File: src/crrb_pkg.sv
// Shared types and constants for the record ring buffer space manager.
package crrb_pkg;

  // Fixed field widths
  localparam int unsigned CAP_W   = 17;
  localparam int unsigned MODE_W  = 3;
  localparam int unsigned REQ_W   = 16;
  localparam int unsigned OFF_W   = 16;
  localparam int unsigned COUNT_W = 11;
  localparam int unsigned TOTAL_W = 17;
  localparam int unsigned LEN_W   = 17;

  localparam int unsigned MIN_CAPACITY = 8;
  localparam logic [CAP_W-1:0] CAP_RESET = 17'h10000;

  // Parameter defaults
  localparam int unsigned BUFFER_BYTES_DEF = 65536;
  localparam int unsigned MAX_RECORDS_DEF  = 1024;
  localparam int unsigned HEADER_BYTES_DEF = 4;

  typedef enum logic [MODE_W-1:0] {
    MODE_RESERVE = 3'd0,
    MODE_COMMIT  = 3'd1,
    MODE_READ    = 3'd2,
    MODE_RELEASE = 3'd3,
    MODE_QUERY   = 3'd4
  } mode_e;

  typedef enum logic [1:0] {
    ST_OK       = 2'd0,
    ST_NO_SPACE = 2'd1,
    ST_EMPTY    = 2'd2,
    ST_TOO_BIG  = 2'd3
  } status_e;

  typedef struct packed {
    status_e             status;
    logic [OFF_W-1:0]    payload_offset;
    logic [OFF_W-1:0]    payload_length;
    logic [COUNT_W-1:0]  record_count;
    logic [TOTAL_W-1:0]  payload_total;
  } rsp_t;

endpackage

File: src/crrb_ctrl.sv
// Pointer state, space check and counters: one request resolved per cycle.
module crrb_ctrl
  import crrb_pkg::*;
#(
  parameter int unsigned BUFFER_BYTES = BUFFER_BYTES_DEF,
  parameter int unsigned MAX_RECORDS  = MAX_RECORDS_DEF,
  parameter int unsigned HEADER_BYTES = HEADER_BYTES_DEF,
  parameter int unsigned IDX_W        = $clog2(MAX_RECORDS_DEF)
) (
  input  logic               clk_i,
  input  logic               rst_ni,
  input  logic               acc_i,
  input  logic [MODE_W-1:0]  mode_i,
  input  logic [REQ_W-1:0]   req_len_i,
  input  logic [CAP_W-1:0]   cap_cfg_i,
  input  logic [LEN_W-1:0]   head_len_i,
  output logic               fifo_we_o,
  output logic [IDX_W-1:0]   fifo_waddr_o,
  output logic [LEN_W-1:0]   fifo_wdata_o,
  output logic [IDX_W-1:0]   fifo_raddr_o,
  output rsp_t               rsp_o
);

  localparam int unsigned BUF_W = $clog2(BUFFER_BYTES + 1);
  localparam int unsigned PW    = (BUF_W > CAP_W) ? BUF_W : CAP_W;
  localparam int unsigned CNT_W = $clog2(MAX_RECORDS + 1);

  localparam logic [PW-1:0]    BufMax = PW'(BUFFER_BYTES);
  localparam logic [PW-1:0]    CapMin = PW'(MIN_CAPACITY);
  localparam logic [PW-1:0]    HdrPos = PW'(HEADER_BYTES);
  localparam logic [LEN_W-1:0] HdrLen = LEN_W'(HEADER_BYTES);
  localparam logic [CNT_W-1:0] CntMax = CNT_W'(MAX_RECORDS);
  localparam logic [IDX_W-1:0] IdxLast = IDX_W'(MAX_RECORDS - 1);

  logic [PW-1:0]      w_q, w_d, r_q, r_d, wrap_q, wrap_d;
  logic [IDX_W-1:0]   head_q, head_d, tail_q, tail_d;
  logic [CNT_W-1:0]   cnt_q, cnt_d;
  logic [TOTAL_W-1:0] bytes_q, bytes_d;

  logic [PW-1:0]      cap, cap_raw, total_p, free0, free1;
  logic [PW-1:0]      w_t, r_t, wrap_t, off_p, rel_r;
  logic [LEN_W-1:0]   total, plen_l, rel_pay;
  logic               too_big, full, empty;
  logic [CNT_W+COUNT_W-1:0] cnt_x;

  function automatic logic [PW-1:0] free_fn(input logic [PW-1:0] w, input logic [PW-1:0] r,
                                            input logic [PW-1:0] wr, input logic [PW-1:0] c);
    logic [PW-1:0] f;
    if (w < r) begin
      f = r - w;
    end else if ((w == r) && (wr != '0)) begin
      f = '0;
    end else if (w < c) begin
      f = c - w;
    end else begin
      f = '0;
    end
    return f;
  endfunction

  function automatic logic [IDX_W-1:0] next_idx(input logic [IDX_W-1:0] i);
    return (i == IdxLast) ? '0 : i + IDX_W'(1);
  endfunction

  always_comb begin
    cap_raw = PW'(cap_cfg_i);
    if (cap_raw > BufMax) begin
      cap = BufMax;
    end else if (cap_raw < CapMin) begin
      cap = CapMin;
    end else begin
      cap = cap_raw;
    end
  end

  assign total   = LEN_W'(req_len_i) + HdrLen;
  assign total_p = PW'(total);
  assign too_big = total_p > cap;
  assign full    = cnt_q >= CntMax;
  assign empty   = cnt_q == '0;
  assign free0   = free_fn(w_q, r_q, wrap_q, cap);
  assign rel_pay = head_len_i - HdrLen;
  assign rel_r   = r_q + PW'(head_len_i);

  always_comb begin
    w_d = w_q;
    r_d = r_q;
    wrap_d = wrap_q;
    head_d = head_q;
    tail_d = tail_q;
    cnt_d = cnt_q;
    bytes_d = bytes_q;
    fifo_we_o = 1'b0;
    rsp_o.status = ST_OK;
    off_p = '0;
    plen_l = '0;
    w_t = w_q;
    r_t = r_q;
    wrap_t = wrap_q;

    // Early wrap for a reservation that does not fit before the end
    if ((free0 < total_p) && (wrap_q == '0)) begin
      if (w_q == r_q) begin
        r_t = '0;
        wrap_t = '0;
      end else begin
        wrap_t = w_q;
      end
      w_t = '0;
    end
    free1 = free_fn(w_t, r_t, wrap_t, cap);

    if (acc_i) begin
      unique case (mode_e'(mode_i))
        MODE_RESERVE: begin
          if (too_big) begin
            rsp_o.status = ST_TOO_BIG;
          end else if (full) begin
            rsp_o.status = ST_NO_SPACE;
          end else begin
            w_d = w_t;
            r_d = r_t;
            wrap_d = wrap_t;
            if (free1 >= total_p) begin
              off_p = w_t + HdrPos;
            end else begin
              rsp_o.status = ST_NO_SPACE;
            end
          end
        end
        MODE_COMMIT: begin
          if (too_big) begin
            rsp_o.status = ST_TOO_BIG;
          end else if (full || (free0 < total_p)) begin
            rsp_o.status = ST_NO_SPACE;
          end else begin
            fifo_we_o = 1'b1;
            tail_d = next_idx(tail_q);
            cnt_d = cnt_q + CNT_W'(1);
            bytes_d = bytes_q + TOTAL_W'(req_len_i);
            w_d = w_q + total_p;
          end
        end
        MODE_READ: begin
          if (empty) begin
            rsp_o.status = ST_EMPTY;
          end else begin
            off_p = r_q + HdrPos;
            plen_l = rel_pay;
          end
        end
        MODE_RELEASE: begin
          if (empty) begin
            rsp_o.status = ST_EMPTY;
          end else begin
            head_d = next_idx(head_q);
            cnt_d = cnt_q - CNT_W'(1);
            bytes_d = bytes_q - TOTAL_W'(rel_pay);
            r_d = rel_r;
            if ((wrap_q != '0) && (rel_r >= wrap_q)) begin
              wrap_d = '0;
              r_d = '0;
            end
          end
        end
        default: begin
          // query and unused modes only report the counters
        end
      endcase
    end

    cnt_x = {{COUNT_W{1'b0}}, cnt_d};
    rsp_o.payload_offset = off_p[OFF_W-1:0];
    rsp_o.payload_length = plen_l[OFF_W-1:0];
    rsp_o.record_count = cnt_x[COUNT_W-1:0];
    rsp_o.payload_total = bytes_d;
  end

  assign fifo_waddr_o = tail_q;
  assign fifo_wdata_o = total;
  assign fifo_raddr_o = head_d;

  always_ff @(posedge clk_i or negedge rst_ni) begin
    if (!rst_ni) begin
      w_q <= '0;
      r_q <= '0;
      wrap_q <= '0;
      head_q <= '0;
      tail_q <= '0;
      cnt_q <= '0;
      bytes_q <= '0;
    end else begin
      w_q <= w_d;
      r_q <= r_d;
      wrap_q <= wrap_d;
      head_q <= head_d;
      tail_q <= tail_d;
      cnt_q <= cnt_d;
      bytes_q <= bytes_d;
    end
  end

endmodule

File: config.mk
export PLATFORM = sky130hd
export DESIGN_NAME = crrb_ctrl
export DESIGN_NICKNAME = d
export VERILOG_FILES = /design/src/crrb_pkg.sv /design/src/crrb_ctrl.sv
export SDC_FILE = /design/constraint.sdc
export NUM_CORES = 1
export LEC_CHECK = 0
export ABC_AREA = 1
export BUFFER_PORTS_ARGS = -buffer_cell sky130_fd_sc_hd__buf_2
export CAP_MARGIN = 0
export CORE_MARGIN = 1.5
export CORE_UTILIZATION = 45
export DETAILED_ROUTE_END_ITERATION = 12
export PLACE_DENSITY = 0.67
export RECOVER_POWER = 25
export SLEW_MARGIN = 20
export SYNTH_ARGS = -nofsm -noshare
export SYNTH_HDL_FRONTEND = slang
export SYNTH_SLANG_ARGS = --single-unit
File: constraint.sdc
create_clock -name clk_i -period 21.4 [get_ports clk_i]
set_clock_uncertainty 0.1 [all_clocks]
set_input_delay 1.07 -clock clk_i [delete_from_list [all_inputs] [get_ports clk_i]]
set_output_delay 1.07 -clock clk_i [all_outputs]
set_load 0.01 [all_outputs]
# Word-level counts from Yosys, hierarchy flattened
# Index checks and enable logic that the tools add are counted.
# Widths: inputs -> output; s select.
# totals
mem_bits_ro,0
latchBits,0
memories,0
input_bits,56
word_cells,130
ff_bits,99
out_inout_bits,100
ramBits,0
# classes
multipliers,0
n_shift,0
muxes,64
n_div,0
reduce_logical,17
n_eq_ne,13
n_addsub,16
magnitude_cmp,11
n_bitwise,2
# ops
cell,n
$mux 17,29
$pmux 17 s2,4
$mux 16,8
$lt 17x17->1,5
$sub 17x17->17,5
$mux 10,5
$mux 11,4
$add 17x17->17,2
$eq 17x17->1,2
$ge 17x17->1,2
$reduce_bool 17->1,2
$add 16x3->16 const B,2
$pmux 16 s2,1
$pmux 11 s2,1
$add 10x1->10 const B,2
$eq 10x10->1 const B,2
$add 16x3->17 const B,1
$add 17x16->17,1
$gt 17x17->1,1
$gt 17x17->1 const B,1
$logic_not 17->1,1
$lt 17x4->1 const B,1
$sub 17x3->17 const B,1
$ne 2x2->1 const B,6
other kinds (18),34

# Longest topological paths before layout
# depth
word_depth,20
ltp_mapped,66
ltp_nobuf,62

# Worst setup path after synthesis
# OpenSTA, ideal clock, no wires.
# synth_path
path_type,input to output
from,in cap_cfg_i[10]
to,out rsp_o[44] (netlist bit)
path_slack_ns,10.977
n_path_buf,3
required_time_ns,20.230
stages,61
arrival_ns,9.253
cell_sequence,nor2_1 -> inv_1 -> nor4_1 -> nand4_1 -> nand2_1 -> inv_1 -> nor3_1 -> fa_1 -> nand2_1 -> nand2_1 -> a21oi_1 -> o41ai_1 -> a31oi_1 -> o21ai_0 -> a21oi_1 -> xor2_1 -> a21oi_1 -> a21oi_1 -> (+25 left out) -> nand2_1 -> nand2_1 -> clkbuf_1 -> a21oi_1 -> nor2_1 -> ha_1 -> nand2_1 -> o21ai_0 -> a221oi_1 -> nor3_1 -> o21ai_0 -> a21oi_1 -> nor2_1 -> o21ai_0 -> nand3_1 -> nor2_1 -> inv_1 -> o22ai_1
# synth_lines
item,line_no,source
start: declaration,crrb_ctrl.sv:15,"input logic [CAP_W-1:0] cap_cfg_i,"
end: declaration,crrb_ctrl.sv:21,output rsp_t rsp_o

==> summary.txt <==
Synthesis
  – Post-synth EDFFs: 0
  – FF+latch count, synth: 99
  – Register area share after synthesis: 16.26%
  – Syn Nets: about 2,700
  – Mapped Area: 15,240 sq um
  – Post-Synthesis Cells: about 2,400
  – Area contributors post-synth: ha_1, dfrtp_1, nand2_1
  – Post-synth ARST share: 100.0%
  – Synthesized area per cell: 6.383 sq um
  – Yosys top cell area share: 17.00%
  – Leading area contributor after synthesis: ha_1
  – Post-synth cell types: 57
  – Synthesis warning total: 0
  – Ys flop type: dfrtp_1

Drt
  – Starting DRT DRC Count: around 1,400
  – Drt wl/cell: 20.65 um
  – Drt pass-1 iters: 8
  – DR vias/cell: 5.789
  – Via count: 17,200
  – Drc violations: 0
  – Total Wirelength: 61,340 um
  – Post-route ant nets: 0

Final layout
  – Fraction of layout cells with a size suffix above 1: 9.869%
  – Fin util: about half
  – Nets: 2,789
  – Area Overhead vs Synth: 9.567%
  – Commonest non-fill, non-tap cell in the layout: nand2_1
  – Commonest cells after routing, fill and taps aside: nand2_1, inv_1, nor2_1
  – Ant diodes: 0
  – Fillers: 3,521

Critical path
  – Data required time at the worst endpoint: 20.23 ns
  – Type of destination of the critical path: primary output
  – CP arrival: between 10 and 15 ns
  – Crit path launch type: input pin
  – Kind of critical path: input pin to primary output
  – Critical path's slowest cell: nor3_1
  – Worst path most repeated cell: nand2_1
  – CP max stage delay: 0.55 ns
  – Worst Path Max Fanout: 29

STA
  – Final setup viols: 0
  – Slew Limit Fails: between 100 and 150
  – Hold Vio Cnt, Final: 0
  – RSZ-0062 raised after global routing: no
  – Max Fclk: approximately 70 MHz
  – Post-route setup slack: 7.537 ns
  – Slew margin rel.: -127.2%
  – Fin crit share: 64.78%
  – Final TNS setup: 0 ns
  – Slew @ Worst Pin: around 3.4 ns
  – Fin crit period: 13.86 ns

Global route
  – Initial antenna violation count: 0
  – Grt total ovfl: 0
  – Largest net degree at the start of global routing: 59
  – First-pass GRT wire length: 93,450 um
  – Vias in the first global route: 16,210
  – Total global-route track usage: 34.70%

Placement
  – Port buffer count: 155
  – Place WS: roughly 7.5 ns
  – Hpwl dp: 50,780 um
  – GP Congestion: 1.060

Die
  – Ports: 156
  – Rows: 67
  – DIE AREA: 34,970 sq um
  – Initial core utilization: between 40% and 50%
  – Core Area: between 30,000 and 40,000 sq um
  – Chip Width: 187.0 um
  – Vert. Die Dim: approximately 190 um

Clock network
  – # Post-CTS Setup Buffers: 0
  – CTS tree: built
  – Post_cts resized: 0
  – Root Buffer Master: clkbuf_16
  – H-tree Lvls: 3
  – # hold bufs at CTS: 0
  – Sink Count: 99
  – Worst-path clk slew: ~0.080 ns
  – CTS Buf Count: 9
  – Clock Latency Late Sink: around 0.38 ns
  – CTS Buffer Depth: 2

Power
  – Tot Pwr: 2245 uW
  – Switching share of power: 58.84%
  – Psw: 1321 uW
  – Sequential share of power: 15.1%
  – PwrDens: between 100 and 150 nW/um^2
  – P_int: slightly above 900 uW
  – Worst vdd ir: 60.17 uV
  – Clock network fraction of design power: 7.7%
  – Lkg Pwr: 0.008744 uW
  – Comb pwr share: 77.1%

Run
  – Max-Cap Viols: 2

Worst hold path
  – Hold Path Class: flop to flop

Run status
  – Outcome: finished with violations
  – Failing checks: capacitance limit, slew limit
==> power groups by stage <==
stage / Combinational [uW] / Sequential, uW / Clock [uW]
after floorplan: 1220 / 294 / 0
after global placement: 1680 / 337 / 0
after detailed placement: 1680 / 337 / 0
after CTS: 1690 / 334 / 176
after global routing: 1920 / 344 / 182
final: 1730 / 340 / 173
==> Yosys cell counts, drive strengths merged, types with 3 or more instances <==
cell and count:
and3 4, fa 8, a21o 6, clkbuf 26
nor4 13, nand2 536, or2 9, nand3b 5
xor2 80, nor2 279, clkinv 6, o31ai 6
ha 207, nor3 50, a21oi 217, o21ai 178
o21bai 12, nand3 112, o211ai 14, o221ai 3
a31oi 28, buf 17, o22ai 27, xnor2 39
o21a 9, dfrtp 99, a211oi 3, nand4 43
inv 331
==> critical path: cells and delay by family <==
kind | cells | cell delay, ns
xor+xnor | 1 | 0.16
compound gates | 21 | 4.20
simple gates | 25 | 4.37
fa+ha+maj | 4 | 1.20
buf+inv | 9 | 1.64
==> final cells by class <==
cell class	instances	area, sq um	area share (%)
clock buffers	9	225.2	1.349
clock inverters	7	62.56	0.3747
inverters	337	1265	7.577
multi-input cells	1908	11290	67.60
flip-flops and latches	99	2477	14.84
well taps	448	560.5	3.358
repair buffers	163	818.3	4.901
==> kinds of logic (layout without fill, tap and decap cells) <==
group | Yosys count | count (layout) | share of synthesized area, %
and+or+nand+nor | 1056 | 1056 | 30.33
AOI/OAI and AO/OA | 518 | 518 | 18.80
buffers and inverters | 380 | 516 | 9.714
adders and majority gates | 215 | 215 | 18.05
xor gates and xnor gates | 119 | 119 | 6.840
DFF | 99 | 99 | 16.26
==> registers in the layout, indices dropped and copies added (netlist names) <==
register / count
w_q: 17
wrap_q: 17
head_q: 10
cnt_q: 11
bytes_q: 17
r_q: 17
fifo_waddr_o: 10
==> worst paths after layout <==
| path | start | to | slack, ns | cells after the start |
|---|---|---|---|---|
| max | cap_cfg_i[10] | rsp_o[46] | 7.54 | 60 |
| min | bytes_q[16] | bytes_q[16] | 0.41 | 2 |
| max reg2reg | w_q[12] | fifo_waddr_o[9] | 15.13 | 30 |
| min reg2reg | bytes_q[16] | bytes_q[16] | 0.41 | 2 |
| max in group asynchronous | rst_ni | bytes_q[9] | 15.56 | 2 |
| min in group asynchronous | rst_ni | wrap_q[5] | 1.74 | 1 |
==> metrics by stage <==
step | instances | hold WS [ns] | area (sq um)
after detailed placement | 2955 | 0.3905 | 16420
after CTS | 2971 | 0.4095 | 16710
after floorplan | 2387 | 0.4214 | 15240
final | 2971 | 0.4136 | 16690
after global placement | 2955 | 0.3791 | 16420
after global routing | 2971 | 0.4244 | 16690
==> metal layers <==
metal	vias up	GRT usage, %	wire length [um]
met3	150	5.253	4802
met2	768	55.87	27180
met4	0	16.16	3021
li1	8255	-	-
met1	8026	45.72	26340
met5	-	0	0
Power figures use the tool's default switching activity.
